--- config.mk ---
export PLATFORM = sky130hd
export DESIGN_NAME = command_frame_exchange_top
export DESIGN_NICKNAME = d
export VERILOG_FILES = /design/src/hw/rtl/cfe_pkg.sv /design/src/hw/rtl/command_frame_exchange_top.sv
export SDC_FILE = /design/constraint.sdc
export NUM_CORES = 1
export LEC_CHECK = 0
export BUFFER_PORTS_ARGS = -buffer_cell sky130_fd_sc_hd__buf_4
export CAP_MARGIN = 10
export CORE_MARGIN = 3
export CORE_UTILIZATION = 30
export DETAILED_ROUTE_END_ITERATION = 7
export MAX_ROUTING_LAYER = met4
export SLEW_MARGIN = 0
export SYNTH_ARGS = -nofsm -noshare
export SYNTH_HDL_FRONTEND = slang
export SYNTH_SLANG_ARGS = --single-unit
--- constraint.sdc ---
create_clock -name clock -period 4.1 [get_ports clock]
set_clock_uncertainty 0.15 [all_clocks]
set_input_delay 0.41 -clock clock [delete_from_list [all_inputs] [get_ports clock]]
set_output_delay 0.41 -clock clock [all_outputs]
set_load 0.05 [all_outputs]
--- src/hw/rtl/cfe_pkg.sv ---
// cfe_pkg: shared constants for the command frame exchange block
// action codes, register indexes, port widths and reset values
// no dependencies
package cfe_pkg;

   localparam int unsigned ByteW    = 8;
   localparam int unsigned ActionW  = 2;
   localparam int unsigned TicksW   = 16;
   localparam int unsigned CsrIdxW  = 2;
   localparam int unsigned CsrDataW = 16;
   localparam int unsigned CountW   = 2;

   typedef logic [ActionW-1:0]  action_type;
   typedef logic [CsrIdxW-1:0]  csr_idx_type;
   typedef logic [ByteW-1:0]    byte_type;
   typedef logic [TicksW-1:0]   ticks_type;
   typedef logic [CsrDataW-1:0] csr_data_type;
   typedef logic [CountW-1:0]   count_type;

   // input actions
   localparam action_type ACT_START = 2'd0;
   localparam action_type ACT_RX    = 2'd1;
   localparam action_type ACT_TICK  = 2'd2;

   // register indexes
   localparam csr_idx_type CSR_HEADER = 2'd0;
   localparam csr_idx_type CSR_RETRY  = 2'd1;

   // result kinds
   localparam logic KIND_TX  = 1'b0;
   localparam logic KIND_ACK = 1'b1;

   // words queued per result set
   localparam count_type CNT_NONE  = 2'd0;
   localparam count_type CNT_ONE   = 2'd1;
   localparam count_type CNT_FRAME = 2'd3;

   localparam ticks_type RETRY_RESET = 16'd5000;

endpackage

--- src/hw/rtl/command_frame_exchange_top.sv ---
// command_frame_exchange_top: three-byte command frame sender with echo check and retry
// depends on cfe_pkg
//
//   channel  | direction | handshake              | payload
//   req_     | in        | req_valid / req_ready  | action, cmd_code, rx_byte
//   rsp_     | out       | rsp_valid / rsp_ready  | kind, tx_data, last
//   csr_     | in        | csr_write              | csr_index, csr_wdata
//
// an input word is decoded in the cycle it is taken; its result words appear on rsp_ next cycle
// a frame is three words on rsp_, an acknowledge one, other input words none
// the next input word is taken while the last result word of the previous set is being taken
// reset is synchronous; a stall on rsp_ holds the queued words and back-pressures req_
module command_frame_exchange_top (
   input  logic                  clock,
   input  logic                  reset,
   input  logic                  req_valid,
   output logic                  req_ready,
   input  cfe_pkg::action_type   req_action,
   input  cfe_pkg::byte_type     req_cmd_code,
   input  cfe_pkg::byte_type     req_rx_byte,
   output logic                  rsp_valid,
   input  logic                  rsp_ready,
   output logic                  rsp_kind,
   output cfe_pkg::byte_type     rsp_tx_data,
   output logic                  rsp_last,
   input  logic                  csr_write,
   input  cfe_pkg::csr_idx_type  csr_index,
   input  cfe_pkg::csr_data_type csr_wdata
);
   import cfe_pkg::*;

   byte_type  header_ff, recent0_ff, recent1_ff, pending_ff;
   byte_type  recent0_in, recent1_in, pending_in;
   ticks_type retry_ff, tick_ff, tick_in;
   logic      waiting_ff, waiting_in;
   count_type cnt_ff, cnt_in;
   logic      kind_ff, kind_in;
   byte_type  data0_ff, data1_ff, data2_ff;
   byte_type  data0_in, data1_in, data2_in;

   logic      req_acc, rsp_acc;
   count_type load_n;
   logic      load_kind;
   byte_type  ld0, ld1, ld2;
   byte_type  start_sum, resend_sum, window_sum;

   assign req_acc   = req_valid & req_ready;
   assign rsp_acc   = rsp_valid & rsp_ready;
   assign req_ready = (cnt_ff == CNT_NONE) || ((cnt_ff == CNT_ONE) && rsp_ready);

   assign rsp_valid   = (cnt_ff != CNT_NONE);
   assign rsp_kind    = kind_ff;
   assign rsp_tx_data = data0_ff;
   assign rsp_last    = (cnt_ff == CNT_ONE);

   assign start_sum  = header_ff + req_cmd_code;
   assign resend_sum = header_ff + pending_ff;
   assign window_sum = recent0_ff + recent1_ff;

   // decode one input word and update exchange state
   always_comb begin
      recent0_in = recent0_ff;
      recent1_in = recent1_ff;
      pending_in = pending_ff;
      waiting_in = waiting_ff;
      tick_in    = tick_ff;
      load_n     = CNT_NONE;
      load_kind  = KIND_TX;
      ld0        = header_ff;
      ld1        = pending_ff;
      ld2        = resend_sum;
      if (req_acc) begin
         case (req_action)
            ACT_START: begin
               pending_in = req_cmd_code;
               waiting_in = 1'b1;
               tick_in    = retry_ff;
               load_n     = CNT_FRAME;
               ld1        = req_cmd_code;
               ld2        = start_sum;
            end
            ACT_RX: begin
               recent0_in = recent1_ff;
               recent1_in = req_rx_byte;
               // window: two stored bytes plus the new one
               if (waiting_ff && (recent0_ff == header_ff) && (req_rx_byte == window_sum)
                   && (recent1_ff == pending_ff)) begin
                  waiting_in = 1'b0;
                  load_n     = CNT_ONE;
                  load_kind  = KIND_ACK;
                  ld0        = recent1_ff;
               end
            end
            ACT_TICK: begin
               if (waiting_ff) begin
                  if (tick_ff == '0) begin
                     tick_in = retry_ff;
                     load_n  = CNT_FRAME;
                  end else begin
                     tick_in = tick_ff - 16'd1;
                  end
               end
            end
            default: begin
            end
         endcase
      end
   end

   // result word queue, oldest word in data0
   always_comb begin
      cnt_in   = cnt_ff;
      kind_in  = kind_ff;
      data0_in = data0_ff;
      data1_in = data1_ff;
      data2_in = data2_ff;
      if (load_n != CNT_NONE) begin
         cnt_in   = load_n;
         kind_in  = load_kind;
         data0_in = ld0;
         data1_in = ld1;
         data2_in = ld2;
      end else if (rsp_acc) begin
         cnt_in   = cnt_ff - CNT_ONE;
         data0_in = data1_ff;
         data1_in = data2_ff;
      end
   end

   always_ff @(posedge clock) begin
      if (reset) begin
         header_ff  <= '0;
         retry_ff   <= RETRY_RESET;
         recent0_ff <= '0;
         recent1_ff <= '0;
         pending_ff <= '0;
         waiting_ff <= 1'b0;
         tick_ff    <= RETRY_RESET;
         cnt_ff     <= CNT_NONE;
         kind_ff    <= KIND_TX;
      end else begin
         recent0_ff <= recent0_in;
         recent1_ff <= recent1_in;
         pending_ff <= pending_in;
         waiting_ff <= waiting_in;
         tick_ff    <= tick_in;
         cnt_ff     <= cnt_in;
         kind_ff    <= kind_in;
         if (csr_write) begin
            case (csr_index)
               CSR_HEADER: header_ff <= csr_wdata[ByteW-1:0];
               CSR_RETRY:  retry_ff  <= csr_wdata[TicksW-1:0];
               default: begin
               end
            endcase
         end
      end
   end

   always_ff @(posedge clock) begin
      data0_ff <= data0_in;
      data1_ff <= data1_in;
      data2_ff <= data2_in;
   end

endmodule

Yosys cells after proc, flatten, opt, wreduce, memory -nomap -nowiden. Index checks and enable logic that the tools add are counted.

Input bits: 41. Register bits: 92. Word-level logic and storage cells: 73.

Eq/ne operators: 9. Bitwise gates (word level): 2. $add $sub $neg: 5. Reduce and logical (&&, ||, !) cells: 19. Muxes and demuxes: 26.

Operators by type and width (count): two-way mux 8 bit (11); two-way mux 16 bit (2); one-hot mux 16 bit (2 select lines) (1); adder 8 bit (3); == test 8 bit (3); zero test 16 bit (1); subtractor 16 x 1 -> 16 bit, second input constant (1); two-way mux 2 bit (5); nonzero test 2 bit (5); == test 2 x 1 -> 1 bit, second input constant (3); zero test 2 bit (3); one-hot mux 2 bit (3 select lines) (1); AND reduction 2 bit (3); AND reduction 3 bit (2); two-way mux 1 bit (5); logical AND 1 bit (4); inequality test 2 bit, second input constant (2); AND 1 bit (2); == test 2 bit, second input constant (1); one-hot mux 1 bit (2 select lines) (1); subtractor 2 x 1 -> 2 bit, second input constant (1); logical OR 1 bit (1).

Longest topological paths before layout. Gate-level depths: netlist of the first run.

Word-level depth: 9. Mapped depth: 10.

Worst setup path before layout of the first run. Ideal clock, no wire load.

Path type: reg-to-reg. From: register cnt_ff[1]. To: register data1_ff[0], enable pin. Buffers on the path: 1. Data required time: 3.588 ns. Library setup time: 0.362 ns. Slack: 0.637 ns. Period minus slack after synthesis: 3.463 ns. Data arrival time: 2.951 ns. Cell stages (with the launch flop): 11. Path through: dfxtp_1 -> inv_1 -> ha_1 -> a21o_1 -> nand2_1 -> nor3_1 -> nor3_1 -> and2_1 -> a21oi_2 -> buf_6 -> nand2_1.

Longest elaborated chain between the ends: 7. Elaborated cells on any way between the ends: 10.

Ends and longest elaborated chain: start, declared (RTL line command_frame_exchange_top.sv:36) `count_type cnt_ff, cnt_in;`; start signal, assigned (RTL line command_frame_exchange_top.sv:147) `cnt_ff <= cnt_in;`; == test 2 x 1 -> 1 bit; named net rsp_last (RTL line command_frame_exchange_top.sv:25) `output logic rsp_last,`; logical AND 1 bit (RTL line command_frame_exchange_top.sv:49) `assign req_ready = (cnt_ff == CNT_NONE) || ((cnt_ff == CNT_ONE) && rsp_ready);`; logical OR 1 bit (RTL line command_frame_exchange_top.sv:49); named net req_ready (RTL line command_frame_exchange_top.sv:17) `output logic req_ready,`; AND 1 bit (RTL line command_frame_exchange_top.sv:47) `assign req_acc = req_valid & req_ready;`; two-way mux 2 bit (RTL line command_frame_exchange_top.sv:72) `if (req_acc) begin`; nonzero test 2 bit (RTL line command_frame_exchange_top.sv:117) `if (load_n != CNT_NONE) begin`; nonzero test 2 bit (no source line); end signal, assigned (RTL line command_frame_exchange_top.sv:162) `data1_ff <= data1_in;`; end, declared (RTL line command_frame_exchange_top.sv:38) `byte_type data0_ff, data1_ff, data2_ff;`.

The timed path passes the listed nets, and every way through them passes these cells. A chain may end at the register's enable or synchronous reset.

Worst setup path after layout of the first run.
From: register recent1_ff[0]. To: register data0_ff[1] (netlist: rsp_tx_data[1]), enable pin.

Longest elaborated chain between the ends: 9. Elaborated cells on any way between the ends: 10.

Ends and longest elaborated chain: start, declared (RTL line command_frame_exchange_top.sv:32) `byte_type header_ff, recent0_ff, recent1_ff, pending_ff;`; start signal, assigned (RTL line command_frame_exchange_top.sv:143) `recent1_ff <= recent1_in;`; adder 8 bit (RTL line command_frame_exchange_top.sv:58) `assign window_sum = recent0_ff + recent1_ff;`; == test 8 bit (RTL line command_frame_exchange_top.sv:86) `if (waiting_ff && (recent0_ff == header_ff) && (req_rx_byte == window_sum)`; logical AND 1 bit (RTL line command_frame_exchange_top.sv:86); logical AND 1 bit * (RTL line command_frame_exchange_top.sv:87) `&& (recent1_ff == pending_ff)) begin`; two-way mux 1 bit * (RTL line command_frame_exchange_top.sv:86); one-hot mux 2 bit (3 select lines) * (RTL line command_frame_exchange_top.sv:73) `case (req_action)`; two-way mux 2 bit * (RTL line command_frame_exchange_top.sv:72); nonzero test 2 bit * (RTL line command_frame_exchange_top.sv:117); nonzero test 2 bit (no source line) *; end signal, assigned (RTL line command_frame_exchange_top.sv:161) `data0_ff <= data0_in;`; end, declared (RTL line command_frame_exchange_top.sv:38).

Every way passes the cells marked *; elsewhere a longest branch is shown, timed or not.

==> summary.txt, run 1 <==
Status
  • Status: completed

Pwr
  • VDD IR max: 0.266 mV
  • PwrDens: about 420 nW/um2
  • Leak: 2.39 nW

Place
  • Placer Congestion: approximately 0.9
  • Dpl cell area: just under 6000 um2
  • Place WS: 0.538 ns
  • I/O Buffers: 52
  • HPWL Detailed: between 9000 and 10000 um

Floorplanning
  • Die Height: approximately 140 um
  • IO Pins: 53
  • Die ar.: 18800 um2
  • Core area: 16700 um2
  • Initial cell density of the core: 30.9%
  • Num rows: 47
  • Die width: approximately 140 um

Global routing
  • Grt met1 use: between 20% and 30%
  • First-pass GRT wire length: slightly above 20000 um
  • GRT Resource Usage Total: 14.2%
  • Largest net degree at the start of global routing: 70
  • Vias in the first global route: 3933
  • GRT met2 Usage: 20.7%
  • Initial antenna violation count: 0
  • Most Used Layer, Global Route: met2
  • Met3 usage: 2.21%
  • Congestion Overflow GR: 0

Critical path
  • Worst path buffer plus inverter count: 1
  • Critical Path Sink Type: register
  • Critical path type: register to register
  • Worst path top cell family by delay: simple AND/OR/NAND/NOR gates
  • Req. time, crit path: roughly 4 ns
  • Cell Chain, Critical Path: ha_1, fa_1, xor2_1, nor4b_1, nand4_1, or4b_1, and4b_2, a21oi_2, nand2_1, buf_4
  • CP max-delay cell: or4b_1
  • CP Launch Type: register
  • Largest fanout on the critical path: 14
  • Crit-path max cell delay: between 0.5 and 0.6 ns
  • Critical Path AT: 3.47 ns

Yosys
  • Post-synthesis sequential area ratio: 40.4%
  • Synthesized area: slightly above 5000 um2
  • Top FF cell, synth: dfxtp_1
  • Synthesized netlist cell count: 574
  • Area leader, netlist: dfxtp_1
  • Yosys reg bits: around 90
  • Average cell area after synthesis: 8.98 um2
  • Fraction of registers with async set/reset: 0%
  • Synth unique cells: 57
  • Synth warnings: 0
  • Post-synth EDFFs: 24
  • Post-synth top area share: 26.4%
  • Synthesized Nets: 643
  • Ranking of synthesized cells by area: dfxtp_1, edfxtp_1, nand2_1

STA
  • # setup viols final: 0
  • Achievable frequency: 0.279 GHz
  • RSZ-0062 raised after global routing: false
  • Crit share post-route: 87.5%
  • Final setup margin: 0.513 ns
  • WHS: around 0.13 ns
  • Max Slew Vio Count: 0
  • Final count of hold timing violations: 0
  • Worst slew margin: 43.7%
  • Sum Neg Setup Slack: 0 ns
  • Slew @ Worst Pin: 0.844 ns
  • Tmin final: 3.59 ns

CTS
  • H-tree levels: 3
  • Root Buffer: clkbuf_16
  • CTS Sinks: 92
  • Setup Buffers After CTS: 0
  • Clock latency at the later pin of the worst-skew pair: 0.35 ns
  • CTS tree: done
  • Total CTS buffers: 9
  • Reg clk slew, reported paths: 0.06 ns
  • Hold_buf cts: 0
  • Max clock buf depth: 2
  • CTS resizes: 0

Cells and area
  • Core Util, Final: a little over a third
  • Commonest non-fill, non-tap cell in the layout: nand2_1
  • Layout cells sized above 1: 17.6%
  • Area Growth Syn to Fin: 18.5%
  • Most frequent cells in the layout: nand2_1, dfxtp_1, buf_4, a21oi_1, nor2_1
  • Design area: 6110 um2
  • Nets: 690
  • Number of diodes: 0
  • Fill count: ~1800

Detailed routing
  • Drt first pass iters: 4
  • Vias per cell: 4.91
  • Final WL: approximately 12000 um
  • Remaining antenna violation count: 0
  • Per-cell routed wire length: 14.7 um
  • Initial DRC Count: 309
  • # DRC: 0
  • Vias: 4150

Min path
  • Hold Crit Class: primary input to register

Flow run
  • Max-Cap Viols: 0
[synth_stat cells, types with 2 or more instances]
| cell type | count |
|---|---|
| nor3b_1 | 2 |
| a21oi_1 | 51 |
| a31oi_1 | 3 |
| buf_2 | 4 |
| edfxtp_1 | 24 |
| or4_1 | 2 |
| nor2_1 | 46 |
| xor2_1 | 19 |
| and2_1 | 5 |
| o41ai_1 | 5 |
| nand3b_1 | 6 |
| a21o_1 | 6 |
| nand4b_1 | 2 |
| inv_1 | 17 |
| mux2_4 | 4 |
| dfxtp_1 | 68 |
| or2_2 | 3 |
| ha_1 | 25 |
| a22oi_1 | 5 |
| clkbuf_1 | 19 |
| o21bai_1 | 3 |
| and3_1 | 2 |
| xnor2_1 | 25 |
| fa_1 | 3 |
| o21ai_0 | 25 |
| nand2_1 | 92 |
| nor2b_1 | 10 |
| a211oi_1 | 2 |
| a221oi_1 | 2 |
| nor4_1 | 6 |
| nand3_1 | 7 |
| nor3_1 | 12 |
| nand2b_1 | 4 |
| nand4_1 | 6 |
| o211ai_1 | 2 |
| mux2_2 | 21 |
| mux2i_1 | 10 |
| a221o_1 | 4 |
| a22o_1 | 3 |
| o31ai_1 | 2 |
[kinds of logic after synthesis]
logic type               count (synthesis)  synth area share [%]
XOR/XNOR                                44                  7.48
adder cells (fa/ha/maj)                 28                  7.23
AND/OR/NAND/NOR                        211                  19.2
flip-flops                              92                  40.4
multiplexers                            35                  7.70
AO/OA/AOI/OAI                          122                  14.7
buffers and inverters                   42                  3.30
[per-stage QoR]
step,std cells,power [mW]
final,846,2.59
after global routing,846,2.72
after CTS,846,2.61
after detailed placement,830,1.72
after global placement,830,1.71
after floorplan,574,1.53
[power by group]
part | switching [mW] | internal [mW] | total, mW
clock network | 0.360 | 0.536 | 0.896
logic | 0.371 | 0.238 | 0.609
registers | 0.0541 | 1.03 | 1.08
total | 0.785 | 1.80 | 2.59
[layout make-up]
class	count	area, um2	share of cell area [%]
sequential	92	2080	34.1
clock buffer	10	229	3.75
clock inverter	6	88.8	1.45
timing repair buffer	61	458	7.50
tap	220	275	4.51
inverter	17	63.8	1.04
multi-input combinational	440	2910	47.7
[per-layer routing]
layer  share of wire [%]  wire [um]  vias up
li1                    -          -     2124
met3                 4.4        547       14
met5                   0          0        -
met1                  51       6350     1936
met2                  43       5320       76
met4                 1.6        194        0
[path summary, 6_finish.rpt]
check | slack, ns | start | endpoint | depth (start not counted)
max | 0.51 | recent1_ff[0]$_SDFFE_PP0P_ | rsp_tx_data[1]$_DFFE_PP_ | 10
min | 0.13 | csr_wdata[12] | retry_ff[12]$_SDFFE_PP1P_ | 3
max reg2reg | 0.51 | recent1_ff[0]$_SDFFE_PP0P_ | rsp_tx_data[1]$_DFFE_PP_ | 10
min reg2reg | 0.31 | retry_ff[6]$_SDFFE_PP0P_ | retry_ff[6]$_SDFFE_PP0P_ | 2
[worst register-to-register path, stage by stage (launching register included)]
cell and delay [ns]:
dfxtp_1 0.42, ha_1 0.23, fa_1 0.43, xor2_1 0.17, nor4b_1 0.25, nand4_1 0.13
or4b_1 0.52, and4b_2 0.33, a21oi_2 0.22, nand2_1 0.20, buf_4 0.24
[sequential cells by signal (all words and copies together) (netlist names)]
register     count
data1_ff         8
recent1_ff       8
header_ff        8
retry_ff        16
cnt_ff           2
tick_ff         16
data2_ff         8
rsp_kind         1
pending_ff       8
recent0_ff       8
rsp_tx_data      8
waiting_ff       1
(Power assumes the default switching activity.)
==> run 2, diff against run 1 <==
--- a/config.mk
+++ b/config.mk
@@ -5,10 +5,11 @@
 export SDC_FILE = /design/constraint.sdc
 export NUM_CORES = 1
 export LEC_CHECK = 0
-export BUFFER_PORTS_ARGS = -buffer_cell sky130_fd_sc_hd__buf_4
+export BUFFER_PORTS_ARGS = -buffer_cell sky130_fd_sc_hd__buf_2
 export CAP_MARGIN = 10
 export CORE_MARGIN = 3
 export CORE_UTILIZATION = 30
+export CTS_CLUSTER_SIZE = 28
 export DETAILED_ROUTE_END_ITERATION = 7
 export MAX_ROUTING_LAYER = met4
 export SLEW_MARGIN = 0
==> run 2 against run 1 <==
Routed wire length increased by 0.68%. Final area fell by 1.8%. Sequential cell count unchanged. Critical endpoint is now data1_ff[1]$_DFFE_PP_. Largest power group unchanged. Largest cell class unchanged. Final cell count is 0.12% higher. Critical path depth is the same. Sequential share of layout area increased by 0.63 points.
==> summary.txt, run 2 (same netlist as run 1, synthesis figures left out) <==
CTS
  • Max clock buf depth: 2
  • CTS resizes: 0
  • CTS tree: done
  • Setup Buffers After CTS: 0
  • Root Buffer: clkbuf_16
  • H-tree levels: 3
  • Hold_buf cts: 0
  • CTS Sinks: slightly above 90
  • Total CTS buffers: 9
  • Reg clk slew, reported paths: 0.07 ns
  • Clock latency at the later pin of the worst-skew pair: 0.35 ns

Place
  • Place WS: 0.497 ns
  • Dpl cell area: 5680 um2
  • Placed Instances: 830
  • Placer Congestion: 0.888
  • HPWL Detailed: 9540 um
  • I/O Buffers: 52

STA
  • Crit share post-route: 87.6%
  • Achievable frequency: 0.278 GHz
  • Final count of hold timing violations: 0
  • Worst slew margin: around two fifths
  • Sum Neg Setup Slack: 0 ns
  • Max Slew Vio Count: 0
  • # setup viols final: 0
  • Slew @ Worst Pin: 0.875 ns
  • RSZ-0062 raised after global routing: false
  • Tmin final: 3.59 ns
  • WHS: 0.124 ns
  • Final setup margin: 0.509 ns

Cells and area
  • Core Util, Final: 35.9%
  • Register area: around 2100 um2
  • Top Registers: retry_ff: 16 flops, tick_ff: 16 flops
  • Fill count: 1760
  • Commonest non-fill, non-tap cell in the layout: nand2_1
  • Area Growth Syn to Fin: 16.4%
  • Multi-input gate area: about 2900 um2
  • Layout cells sized above 1: 17.9%
  • Design area: 6000 um2
  • Final non-filler cell total: 847
  • Most frequent cells in the layout: nand2_1, dfxtp_1, buf_2, a21oi_1, nor2_1
  • Nets: 690

Floorplanning
  • Core area: 16700 um2
  • IO Pins: 53
  • Initial cell density of the core: 30.9%
  • Die ar.: about 19000 um2
  • Die width: 137 um
  • Die Height: around 140 um
  • Num rows: 47

Detailed routing
  • Final WL: approximately 12000 um
  • Vias per cell: 4.91
  • # DRC: 0
  • Per-cell routed wire length: ~15 um
  • Initial DRC Count: 244
  • Drt first pass iters: 4
  • Remaining antenna violation count: 0
  • Vias: 4163

Global routing
  • GRT Resource Usage Total: 14.2%
  • Largest net degree at the start of global routing: 48
  • Initial antenna violation count: 1
  • Vias in the first global route: 3924
  • Congestion Overflow GR: 0
  • First-pass GRT wire length: 20100 um

Status
  • Status: completed

Critical path
  • Req. time, crit path: about 4 ns
  • Critical Path Sink Type: register
  • Largest fanout on the critical path: 14
  • Critical path type: register to register
  • CP Launch Type: register
  • Critical Path AT: 3.51 ns

Pwr
  • Leak: 2.35 nW
  • Final Total Pwr: 2.56 mW
  • PwrDens: approximately 430 nW/um2
  • VDD IR max: approximately 0.3 mV

Min path
  • Hold Crit Class: primary input to register

Flow run
  • Max-Cap Viols: 0
-- run 2: cell types whose count changed in the layout (fill, tap and decap cells not counted), sizes merged --
cell    before  now
inv         18   20
bufinv       2    1
diode        0    1
clkinv       3    2
-- run 2: cell type report --
| type | count | share of cell area, % |
|---|---|---|
| multi-input combinational | 440 | 48.6 |
| sequential | 92 | 34.7 |
| tap | 220 | 4.59 |
| inverter | 17 | 1.06 |
| timing repair buffer | 61 | 5.67 |
| antenna | 1 | 0.0417 |
| clock inverter | 6 | 1.11 |
| clock buffer | 10 | 4.17 |
-- run 2: worst max-delay path, cell delays in order (launching register included) --
cell and delay, ns:
dfxtp_1 0.40, ha_1 0.21, fa_1 0.43, xor2_1 0.17, nor4b_1 0.24, nand4_1 0.13, or4b_1 0.52, and4b_2 0.33
a21oi_2 0.21, nand2_1 0.34, buf_12 0.18
-- run 2: worst paths after layout --
kind | from | to | slack [ns] | depth (start not counted)
worst max register to register | recent1_ff[0]$_SDFFE_PP0P_ | data1_ff[1]$_DFFE_PP_ | 0.51 | 10
worst min register to register | retry_ff[6]$_SDFFE_PP0P_ | retry_ff[6]$_SDFFE_PP0P_ | 0.30 | 2
worst min-delay path | csr_wdata[8] | retry_ff[8]$_SDFFE_PP1P_ | 0.12 | 3
worst max-delay path | recent1_ff[0]$_SDFFE_PP0P_ | data1_ff[1]$_DFFE_PP_ | 0.51 | 10
-- run 2: routing by layer --
layer	share of wire, %	GRT usage, %	up-vias	wire length [um]
li1	-	-	2125	-
met1	51	20.2	1937	6410
met2	43	19.9	83	5330
met3	4.1	2.90	18	515
met4	2.0	4.77	0	244
met5	0	-	-	0
-- run 2: power by group --
group / switching, mW / internal (mW)
sequential: 0.0530 / 1.03
combinational: 0.372 / 0.217
clock: 0.371 / 0.514
